[config.mk]
export PLATFORM = sky130hd
export DESIGN_NAME = gpc_alu
export DESIGN_NICKNAME = d
export VERILOG_FILES = /design/src/design/gpc_pkg.sv /design/src/design/gpc_alu.sv
export SDC_FILE = /design/constraint.sdc
export NUM_CORES = 1
export LEC_CHECK = 0
export ABC_AREA = 0
export BUFFER_PORTS_ARGS = -buffer_cell sky130_fd_sc_hd__buf_2
export CAP_MARGIN = 20
export CORE_AREA = 4 4 155 157
export DETAILED_ROUTE_END_ITERATION = 16
export DIE_AREA = 0 0 159 161
export GPL_ROUTABILITY_DRIVEN = 0
export PLACE_DENSITY = 0.78
export SLEW_MARGIN = 5
export SYNTH_ARGS = -nofsm -noshare
export SYNTH_HDL_FRONTEND = slang
export SYNTH_SLANG_ARGS = --single-unit
export TNS_END_PERCENT = 10
[constraint.sdc]
create_clock -name vclk -period 7.03
set_input_delay 1.0545 -clock vclk [all_inputs]
set_output_delay 1.0545 -clock vclk [all_outputs]
set_load 0.02 [all_outputs]
[src/design/gpc_pkg.sv]
// shared types, codes and constant tables of the gear predictor-corrector
package gpc_pkg;

    localparam int LANES      = 6;
    localparam int STEP_BITS  = 47;
    localparam int FIELD_BITS = 48;

    localparam logic MODE_PREDICT = 1'b0;
    localparam logic MODE_CORRECT = 1'b1;

    localparam logic CFG_HALF_STEP_SQ = 1'b0;
    localparam logic CFG_INV_STEP     = 1'b1;

    typedef enum logic [3:0] {
        ST_CLEAR,
        ST_IDLE,
        ST_FETCH,
        ST_PMUL,
        ST_PADD,
        ST_INC,
        ST_CSCALE,
        ST_DELTA,
        ST_GAIN,
        ST_CADD,
        ST_VEL,
        ST_STORE,
        ST_FINISH
    } t_state;

    typedef enum logic [1:0] {
        ALU_ADD,
        ALU_SUB,
        ALU_MULK
    } t_alu_op;

    localparam logic [3:0] PASCAL [LANES][LANES] = '{
        '{4'd1, 4'd1, 4'd1, 4'd1, 4'd1, 4'd1},
        '{4'd0, 4'd1, 4'd2, 4'd3, 4'd4, 4'd5},
        '{4'd0, 4'd0, 4'd1, 4'd3, 4'd6, 4'd10},
        '{4'd0, 4'd0, 4'd0, 4'd1, 4'd4, 4'd10},
        '{4'd0, 4'd0, 4'd0, 4'd0, 4'd1, 4'd5},
        '{4'd0, 4'd0, 4'd0, 4'd0, 4'd0, 4'd1}
    };

    // lane two uses delta itself
    localparam logic [31:0] GAIN [LANES] = '{
        32'd805306368, 32'd2994546642, 32'd0,
        32'd2624702236, 32'd715827883, 32'd71582788
    };

endpackage

[src/design/gpc_alu.sv]
// saturating add, subtract and small-integer multiply unit
module gpc_alu #(
    parameter int VALUE_BITS = 48
) (
    input  gpc_pkg::t_alu_op               i_op,
    input  logic signed [VALUE_BITS-1:0]   i_a,
    input  logic signed [VALUE_BITS-1:0]   i_b,
    input  logic [3:0]                     i_k,
    output logic signed [VALUE_BITS-1:0]   o_y,
    output logic                           o_sat
);
    import gpc_pkg::*;

    localparam int PW = VALUE_BITS + 5;
    localparam logic signed [VALUE_BITS:0] SUM_HI = {2'b00, {(VALUE_BITS-1){1'b1}}};
    localparam logic signed [VALUE_BITS:0] SUM_LO = {2'b11, {(VALUE_BITS-1){1'b0}}};
    localparam logic signed [PW-1:0] PRD_HI = {6'b000000, {(VALUE_BITS-1){1'b1}}};
    localparam logic signed [PW-1:0] PRD_LO = {6'b111111, {(VALUE_BITS-1){1'b0}}};

    logic signed [VALUE_BITS:0] sum;
    logic signed [PW-1:0]       prod;

    always_comb begin
        sum  = '0;
        prod = '0;
        o_y   = '0;
        o_sat = 1'b0;
        unique case (i_op)
            ALU_ADD, ALU_SUB: begin
                if (i_op == ALU_ADD) begin
                    sum = (VALUE_BITS+1)'(i_a) + (VALUE_BITS+1)'(i_b);
                end else begin
                    sum = (VALUE_BITS+1)'(i_a) - (VALUE_BITS+1)'(i_b);
                end
                if (sum > SUM_HI) begin
                    o_y   = SUM_HI[VALUE_BITS-1:0];
                    o_sat = 1'b1;
                end else if (sum < SUM_LO) begin
                    o_y   = SUM_LO[VALUE_BITS-1:0];
                    o_sat = 1'b1;
                end else begin
                    o_y = sum[VALUE_BITS-1:0];
                end
            end
            ALU_MULK: begin
                prod = PW'(i_a) * PW'(signed'({1'b0, i_k}));
                if (prod > PRD_HI) begin
                    o_y   = PRD_HI[VALUE_BITS-1:0];
                    o_sat = 1'b1;
                end else if (prod < PRD_LO) begin
                    o_y   = PRD_LO[VALUE_BITS-1:0];
                    o_sat = 1'b1;
                end else begin
                    o_y = prod[VALUE_BITS-1:0];
                end
            end
            default: begin
                o_y   = '0;
                o_sat = 1'b0;
            end
        endcase
    end

endmodule

==> flow_summary.toml <==
[setup_path]
path_class = "in -> out"
worstPathRequired_ns = 5.98
crit_chain = "buf_12 > buf_6 > and2_1 > ha_1 > fa_1 > inv_1 > fa_1 > inv_1 > ha_1 > buf_4 > a21oi_1 > o21ai_0 > a32o_1 > o2111ai_2 > a211oi_1 > or3_1 > a22oi_2 > buf_4 > buf_12 > clkbuf_16 > nor2_1 > o21ai_4 > buf_6"
crit_path_start_kind = "input port"
cp_max_fo = 6
critPathTopFamily = "adder cells"
cp_slowest_cell = "fa_1"
arrival_ns = 6.21
path_buf_inv = 9
cpPeakStageDelay_ns = 0.54
cp-end-kind = "output port"

[pwr]
net-switching-power_mw = 2.17
swShare_pct = 55.0
peakVddDrop_v = 0.000153
p_int_mw = 1.78
clockPowerShare_pct = 0
power_frac_comb_pct = 100.0
cellPowerDensity_mw_per_mm2 = 227
p_total_mw = 3.95
seqPwrFrac_pct = 0
cellLeakagePower_nw = 8.14

[floorplan]
io_pins = 151
die-area_sq_mm = 0.0256
initial_core_util_pct = 54.3
fp.dieW_um = 159
core_area_sq_mm = 0.0225
dieHeight_um = 161
num_rows = 55

[logic_synthesis]
yosysWarnings = 0
ys_top_cells_by_area = "fa_1, ha_1, and2_1"
ys_types = 81
avgSynthCellArea_sq_um = 7.07
syn_area_sq_mm = 0.0122
syn-num-nets = 2080
ys_seq_area_share_pct = 0
yosysTopAreaCellShare_pct = 16.1
synth_top_cell_by_area = "fa_1"
synthesis.instances = 1727

[route]
drt_iter0_drc = 1529
vias = 15100
wl_per_cell_um = 20.9
antenna_left = 0
via_per_inst = 6.38
drc = 0
drtPass1Iterations = 8
drt_wl_total_mm = 49.6

[place]
place_area_sq_mm = 0.0157
dp_hpwl_mm = 36.4
port_buffers = 151

[sta]
period_needed_ns = 7.27
finalMaxSlewViolations = 0
fmax_mhz = 138
min_period_over_period_pct = 103
setup_ws_ns = -0.239
finalSetupViolCount = 48
relSlewSlack_pct = 52.2
hold_violations = 0
tightest_slew_ns = 0.711
rsz0062_at_grt = "true"

[global_routing]
grt_start_max_net_pins = 33
grt_usage_pct = 33.1
grt-ovfl-total = 0
antenna_found_initial = 2
grt_pass1_vias = 14500
grt_pass1_wl_mm = 71.5

[layout]
final_common_cell = "buf_4"
stdcell_area_sq_mm = 0.0174
regArea_sq_um = 0
clock_buffers = 0
most-common-layout-cells = "buf_4, inv_1, nand2_1"
nFlopsAndLatches = 0
area_delta_synth_final_pct = 42.6
drive_gt1_share_pct = 31.7
final_nets = 2438

[cts]
cts_hold_buffers = 0

[run]
cap_viol_max_count = 0

[status]
status = "complete, but fails checks"
violations = "negative setup slack"

[hold_path]
hold_path_class = "in -> out"
-- cells in the mapped netlist (3+ instances only) --
cell type  number
inv_1         213
and2_1        154
ha_1          153
nand2_1       146
a21oi_1       134
nor2_1        128
fa_1           98
o21ai_0        76
xnor2_1        68
clkbuf_1       67
xor2_1         66
o21a_1         33
o21ai_1        33
nand4_1        32
a21o_1         29
o21bai_1       29
o221ai_1       22
nor3_1         21
nand3_1        20
and3_1         14
a211oi_1       12
a31oi_1        12
nor2b_1        12
o31ai_1        12
or3_1          12
buf_2           9
nand2b_1        9
o211ai_1        9
nor4_1          8
a211o_1         5
a21boi_0        5
a221oi_1        5
o2111ai_1       5
o41ai_1         5
or2_2           5
and4_1          4
or4_1           4
a41o_1          3
o21ai_2         3
-- final timing paths --
path	cells after the start	start	end
worst max-delay path	23	i_k[3]	o_y[21]
worst min-delay path	3	i_op[0]	o_sat
-- worst min-delay path: cells and delay by family --
family	cells	cell delay (ns)
buf+inv	2	0.26
compound gates	1	0.07
-- area by class of cell --
type,instances,area [sq um]
Multi-Input combinational cell,1433,12700
Fill cell,1435,5080
Timing Repair Buffer,436,3510
Inverter,214,803
Tap cell,285,357
Antenna cell,2,5.00
-- per-layer routing --
layer	routed length, um	track usage, %
met2	22800	58.1
met5	0	0
met1	17700	40.6
met3	4860	3.24
met4	4200	16.9
-- power groups by stage --
stage	Clock [mW]	Combinational, mW	Sequential [mW]
final	0.0000000381	3.95	0
after global routing	0.0000000190	4.19	0
after CTS	0	3.47	0
after detailed placement	0	3.18	0
after global placement	0	3.11	0
after floorplan	0	2.04	0
-- timing repair --
action | 4_1_cts | 5_1_grt
endpoints found under the setup margin | 49 | 49
pin swaps | 17 | 73
setup buffers | 7 | 11
gates cloned | 1 | 6
gates resized for setup | 138 | 146
-- metrics by stage --
| step | worst slack (ns) | setup TNS (ns) | hold WS (ns) | utilization (%) | cells |
|---|---|---|---|---|---|
| floorplan | 0.00596 | 0 | 2.21 | - | 1727 |
| global placement | -0.463 | -20.09 | 2.45 | 69.8 | 2343 |
| detailed placement | -0.617 | -25.98 | 2.45 | 69.8 | 2343 |
| CTS | -0.188 | -5.92 | 2.45 | 73.1 | 2351 |
| global route | -0.524 | -21.97 | 2.46 | 77.4 | 2369 |
| finish | -0.239 | -9.58 | 2.45 | 77.4 | 2370 |
-- logic make-up after synthesis --
logic type,after synthesis,synth area share (%)
buffers and inverters,294,9.31
AO/OA/AOI/OAI,459,24.2
XOR/XNOR,136,9.97
AND/OR/NAND/NOR,585,24.7
multiplexers,2,0.164
adder cells (fa/ha/maj),251,31.7
(Power assumes the default switching activity.)
