[src/design/gpc_pkg.sv]
// shared types, codes and constant tables of the gear predictor-corrector
package gpc_pkg;

    localparam int LANES      = 6;
    localparam int STEP_BITS  = 47;
    localparam int FIELD_BITS = 48;

    localparam logic MODE_PREDICT = 1'b0;
    localparam logic MODE_CORRECT = 1'b1;

    localparam logic CFG_HALF_STEP_SQ = 1'b0;
    localparam logic CFG_INV_STEP     = 1'b1;

    typedef enum logic [3:0] {
        ST_CLEAR,
        ST_IDLE,
        ST_FETCH,
        ST_PMUL,
        ST_PADD,
        ST_INC,
        ST_CSCALE,
        ST_DELTA,
        ST_GAIN,
        ST_CADD,
        ST_VEL,
        ST_STORE,
        ST_FINISH
    } t_state;

    typedef enum logic [1:0] {
        ALU_ADD,
        ALU_SUB,
        ALU_MULK
    } t_alu_op;

    localparam logic [3:0] PASCAL [LANES][LANES] = '{
        '{4'd1, 4'd1, 4'd1, 4'd1, 4'd1, 4'd1},
        '{4'd0, 4'd1, 4'd2, 4'd3, 4'd4, 4'd5},
        '{4'd0, 4'd0, 4'd1, 4'd3, 4'd6, 4'd10},
        '{4'd0, 4'd0, 4'd0, 4'd1, 4'd4, 4'd10},
        '{4'd0, 4'd0, 4'd0, 4'd0, 4'd1, 4'd5},
        '{4'd0, 4'd0, 4'd0, 4'd0, 4'd0, 4'd1}
    };

    // lane two uses delta itself
    localparam logic [31:0] GAIN [LANES] = '{
        32'd805306368, 32'd2994546642, 32'd0,
        32'd2624702236, 32'd715827883, 32'd71582788
    };

endpackage

[src/design/gpc_mulq.sv]
// multi-cycle fixed-point multiplier: 32x32 partial products, round, clamp
module gpc_mulq #(
    parameter int VALUE_BITS = 48
) (
    input  logic                           i_clk,
    input  logic                           i_rst_n,
    input  logic                           i_start,
    input  logic signed [VALUE_BITS-1:0]   i_a,
    input  logic [gpc_pkg::STEP_BITS-1:0]  i_b,
    output logic                           o_done,
    output logic signed [VALUE_BITS-1:0]   o_y,
    output logic                           o_sat
);
    import gpc_pkg::*;

    localparam int PW = VALUE_BITS + STEP_BITS;
    localparam int RW = PW - 31;
    localparam logic [RW-1:0] VMAX = {{(RW-VALUE_BITS+1){1'b0}}, {(VALUE_BITS-1){1'b1}}};
    localparam logic [VALUE_BITS-1:0] YMAX = {1'b0, {(VALUE_BITS-1){1'b1}}};
    localparam logic [VALUE_BITS-1:0] YMIN = {1'b1, {(VALUE_BITS-1){1'b0}}};

    logic [63:0]     r_m;
    logic [63:0]     r_b;
    logic            r_neg;
    logic [PW-1:0]   r_acc;
    logic [2:0]      r_p;
    logic            r_busy;
    logic            r_done;
    logic [VALUE_BITS-1:0] r_y;
    logic            r_sat;

    logic [VALUE_BITS-1:0] mag;
    logic [63:0]     pp;
    logic [6:0]      shift;
    logic [127:0]    term;
    logic [PW:0]     rsum;
    logic [RW-1:0]   rr;

    always_comb begin
        mag   = i_a[VALUE_BITS-1] ? VALUE_BITS'(-i_a) : VALUE_BITS'(i_a);
        pp    = 64'(r_m[32*r_p[1] +: 32]) * 64'(r_b[32*r_p[0] +: 32]);
        shift = 7'(32 * (32'(r_p[1]) + 32'(r_p[0])));
        term  = 128'(pp) << shift;
        rsum  = (PW+1)'(r_acc) + (PW+1)'(33'h080000000);
        rr    = rsum[PW:32];
    end

    always_ff @(posedge i_clk) begin
        if (!i_rst_n) begin
            r_busy <= 1'b0;
            r_done <= 1'b0;
            r_p    <= '0;
        end else begin
            r_done <= 1'b0;
            if (i_start) begin
                r_m    <= 64'(mag);
                r_b    <= 64'(i_b);
                r_neg  <= i_a[VALUE_BITS-1];
                r_acc  <= '0;
                r_p    <= '0;
                r_busy <= 1'b1;
            end else if (r_busy) begin
                if (r_p != 3'd4) begin
                    r_acc <= r_acc + PW'(term);
                    r_p   <= r_p + 3'd1;
                end else begin
                    r_busy <= 1'b0;
                    r_done <= 1'b1;
                    if (rr > VMAX + RW'(r_neg)) begin
                        r_sat <= 1'b1;
                        r_y   <= r_neg ? YMIN : YMAX;
                    end else begin
                        r_sat <= 1'b0;
                        r_y   <= r_neg ? VALUE_BITS'(-rr) : VALUE_BITS'(rr);
                    end
                end
            end
        end
    end

    assign o_done = r_done;
    assign o_y    = r_y;
    assign o_sat  = r_sat;

endmodule

[config.mk]
export PLATFORM = sky130hd
export DESIGN_NAME = gpc_mulq
export DESIGN_NICKNAME = d
export VERILOG_FILES = /design/src/design/gpc_pkg.sv /design/src/design/gpc_mulq.sv
export SDC_FILE = /design/constraint.sdc
export NUM_CORES = 2
export LEC_CHECK = 0
export BUFFER_PORTS_ARGS = -buffer_cell sky130_fd_sc_hd__buf_4
export CAP_MARGIN = 10
export CORE_ASPECT_RATIO = 0.9
export CORE_MARGIN = 1.5
export CORE_UTILIZATION = 53
export DETAILED_ROUTE_END_ITERATION = 7
export PLACE_DENSITY = 0.77
export SETUP_SLACK_MARGIN = 0.5
export SYNTH_ARGS = -nofsm -noshare
export SYNTH_HDL_FRONTEND = slang
export SYNTH_SLANG_ARGS = --single-unit
[constraint.sdc]
create_clock -name i_clk -period 25 [get_ports i_clk]
set_input_delay 5 -clock i_clk [delete_from_list [all_inputs] [get_ports i_clk]]
set_output_delay 5 -clock i_clk [all_outputs]
set_load 0.02 [all_outputs]
==> reports/metrics.cfg <==
[status]
outcome=complete, but fails checks
violations=DRC

[setup_path]
arrival_ps=14600
required_ps=25400
worst_setup_path_end_kind=register
max_stage_delay_ps=1320
path_class=reg2reg
slowest_stage=nand2_1
crit_path_max_fanout=23
critPathMostFrequentCell=fa_1
start_kind=register

[yosys]
avgSynthCellArea_sq_um=8.639
seq_area_frac_synth=0.1359
synth_ff_type=edfxtp_1
syn-cell-area_sq_mm=0.05377
synth_edf_count=240
async_flop_share=0
syn-num-nets=7629
yosysTopAreaCell=fa_1
yosysTopAreaCellShare=0.3340
synthCells=6224
ys_top_cells_by_area=fa_1 (33%), edfxtp_1 (13%), ha_1 (9.5%), inv_1 (7.1%), nor2_1 (6.1%)
yosysUniqueCellTypes=99
synth_seq_cells=245
yosys_warnings=0

[floorplanning]
placementRows=110
initial_utilization=0.5359
die-area_sq_mm=0.1034
core_area_sq_mm=0.1003
io_pins=148
die_h_microns=305.2
die_w_microns=338.7

[grt]
grt_max_degree=78
grt_pass1_vias=45370
antenna_found_initial=12
grt_pass1_wl_microns=284400
grt_overflow_total=0
track_usage=0.3670

[routing]
drt-initial-drc-count=6080
routedWlPerCell_microns=25.30
detail-route-antenna-nets=0
drcViolationCount=10
drt_first_pass_iters=8
via_per_inst=6.206
drt-total-wl_microns=191200
num_vias=46880

[clock_tree]
cts_buffer_depth=3
cts_root_buffer=clkbuf_16
cts_tree=done
post_cts_resized=0
holdBufCountCts=0
clkTransAtPathRegs_ps=70
cts_made_buffers=31
clk_latency_ps=670
htreeDepth=1
cts_setup_buffers=0
cts_sinks=245

[place]
dp_hpwl_microns=150900
placed_cells=7493
io_buffers=147
gp_congestion=1.046

[final_layout]
drive_gt1_frac=0.07283
area_delta_synth_final_pct=6.555
finalNonFillerCells=7555
nNetsFinal=7588

[timing]
hold_viol_final=0
setup_viol=0
period_share=0.5679
tightestPinTransition_ps=1367
holdWs_ps=579.2
skew_ps=38.25
fmax_ghz=0.07043
setup_tns_ps=0
layout_min_cycle_time_ps=14200
rsz0062_at_grt=no
max_slew_margin=0.08679
maxSlewViolCount=0

[worst_hold_path]
hold_path_class=reg2reg

[job]
maxCapViolations=0

## kinds of logic after synthesis
| group | after synthesis | share of synthesized area |
|---|---|---|
| AOI/OAI and AO/OA | 894 | 0.1074 |
| xor gates and xnor gates | 229 | 0.03730 |
| adders and majority gates | 1307 | 0.4294 |
| buffers and inverters | 1338 | 0.09431 |
| DFF | 245 | 0.1359 |
| muxes | 111 | 0.02197 |
| and+or+nand+nor | 2100 | 0.1738 |
## cell usage in the layout, fill, tap and decap left out, types with 45 or more instances in the layout
master	count
nand2_1	701
ha_1	410
o21ai_0	156
o21bai_1	46
and3_1	45
mux2_2	52
nor3_1	63
fa_1	897
o22ai_1	45
edfxtp_1	240
nand3_1	86
xor2_1	76
a21o_1	130
xnor2_1	153
nor2_1	879
a21oi_1	261
nor2b_1	47
inv_1	1018
buf_4	242
nand4_1	95
## area by class of cell
type / instances / area, sq um
fill: 8894 / 43040
inverter: 1021 / 3832
clock buffer: 33 / 783.3
timing repair buffer: 243 / 1844
tap: 1344 / 1682
antenna: 5 / 12.51
sequential: 245 / 7310
multi-input combinational: 4641 / 41550
clock inverter: 23 / 277.8
## critical path, delay by kind of cell, from the launching register on
kind / cells / cell delay, ps
and+or+nand+nor: 7 / 3130
buffers and inverters: 6 / 990
xor gates and xnor gates: 1 / 240
DFF: 1 / 330
adders and majority gates: 10 / 5190
muxes: 2 / 550
AOI/OAI and AO/OA: 9 / 3430
## sequential cells by signal (all words and copies together), names as in the netlist
register  cells
o_y          48
r_p           3
o_done        1
r_neg         1
r_m          48
r_busy        1
r_acc        95
r_b          47
o_sat         1
## worst paths after layout
kind                                           from                      end  slack (ps)  depth (start not counted)
worst max-delay path            r_p[0]$_SDFFE_PP0P_  r_acc[89]$_SDFFCE_PP0P_       10800                         35
worst min-delay path            r_p[2]$_SDFFE_PP0P_      r_p[2]$_SDFFE_PP0P_         580                          2
worst max register to register  r_p[0]$_SDFFE_PP0P_  r_acc[89]$_SDFFCE_PP0P_       10800                         35
worst min register to register  r_p[2]$_SDFFE_PP0P_      r_p[2]$_SDFFE_PP0P_         580                          2
## synth_stat cells, drive strengths merged, types with 6 or more instances
master and n:
a31oi 31, o21a 26, a2111oi 10, and4 15, o22ai 45, nor3 66
xnor2 153, nand2b 19, buf 47, o21bai 46, clkbuf 270, a21o 130
xor2 76, nand3 89, and3 46, or3 25, nand4 100, o31a 10
o311ai 8, a21boi 13, a221oi 10, o211ai 28, or4 11, nor4 36
nor2b 52, nor2 880, and2 26, mux2 53, nor4b 6, mux2i 58
o41ai 8, a21oi 262, nand2 704, o31ai 30, edfxtp 240, fa 897
a211o 7, inv 1020, o21ai 159, a211oi 23, or2 12, ha 410
## per-layer routing
metal	global-route usage	part of all wire
met3	0.1404	0.16
met5	0.0004630	0.00058
met2	0.4985	0.40
met1	0.5264	0.40
met4	0.1388	0.047
## stage by stage
stage / setup slack [ps] / utilization / area (sq um)
after floorplan: 13610 / - / 53770
after global placement: 11620 / 0.5601 / 56190
after detailed placement: 11430 / 0.5601 / 56190
after CTS: 11330 / 0.5706 / 57250
after global routing: 10270 / 0.5709 / 57280
final: 10800 / 0.5710 / 57290
Power is left out: the tool's default activity adds up to more than one toggle a clock period on the data nets, which glitch-free logic cannot reach.
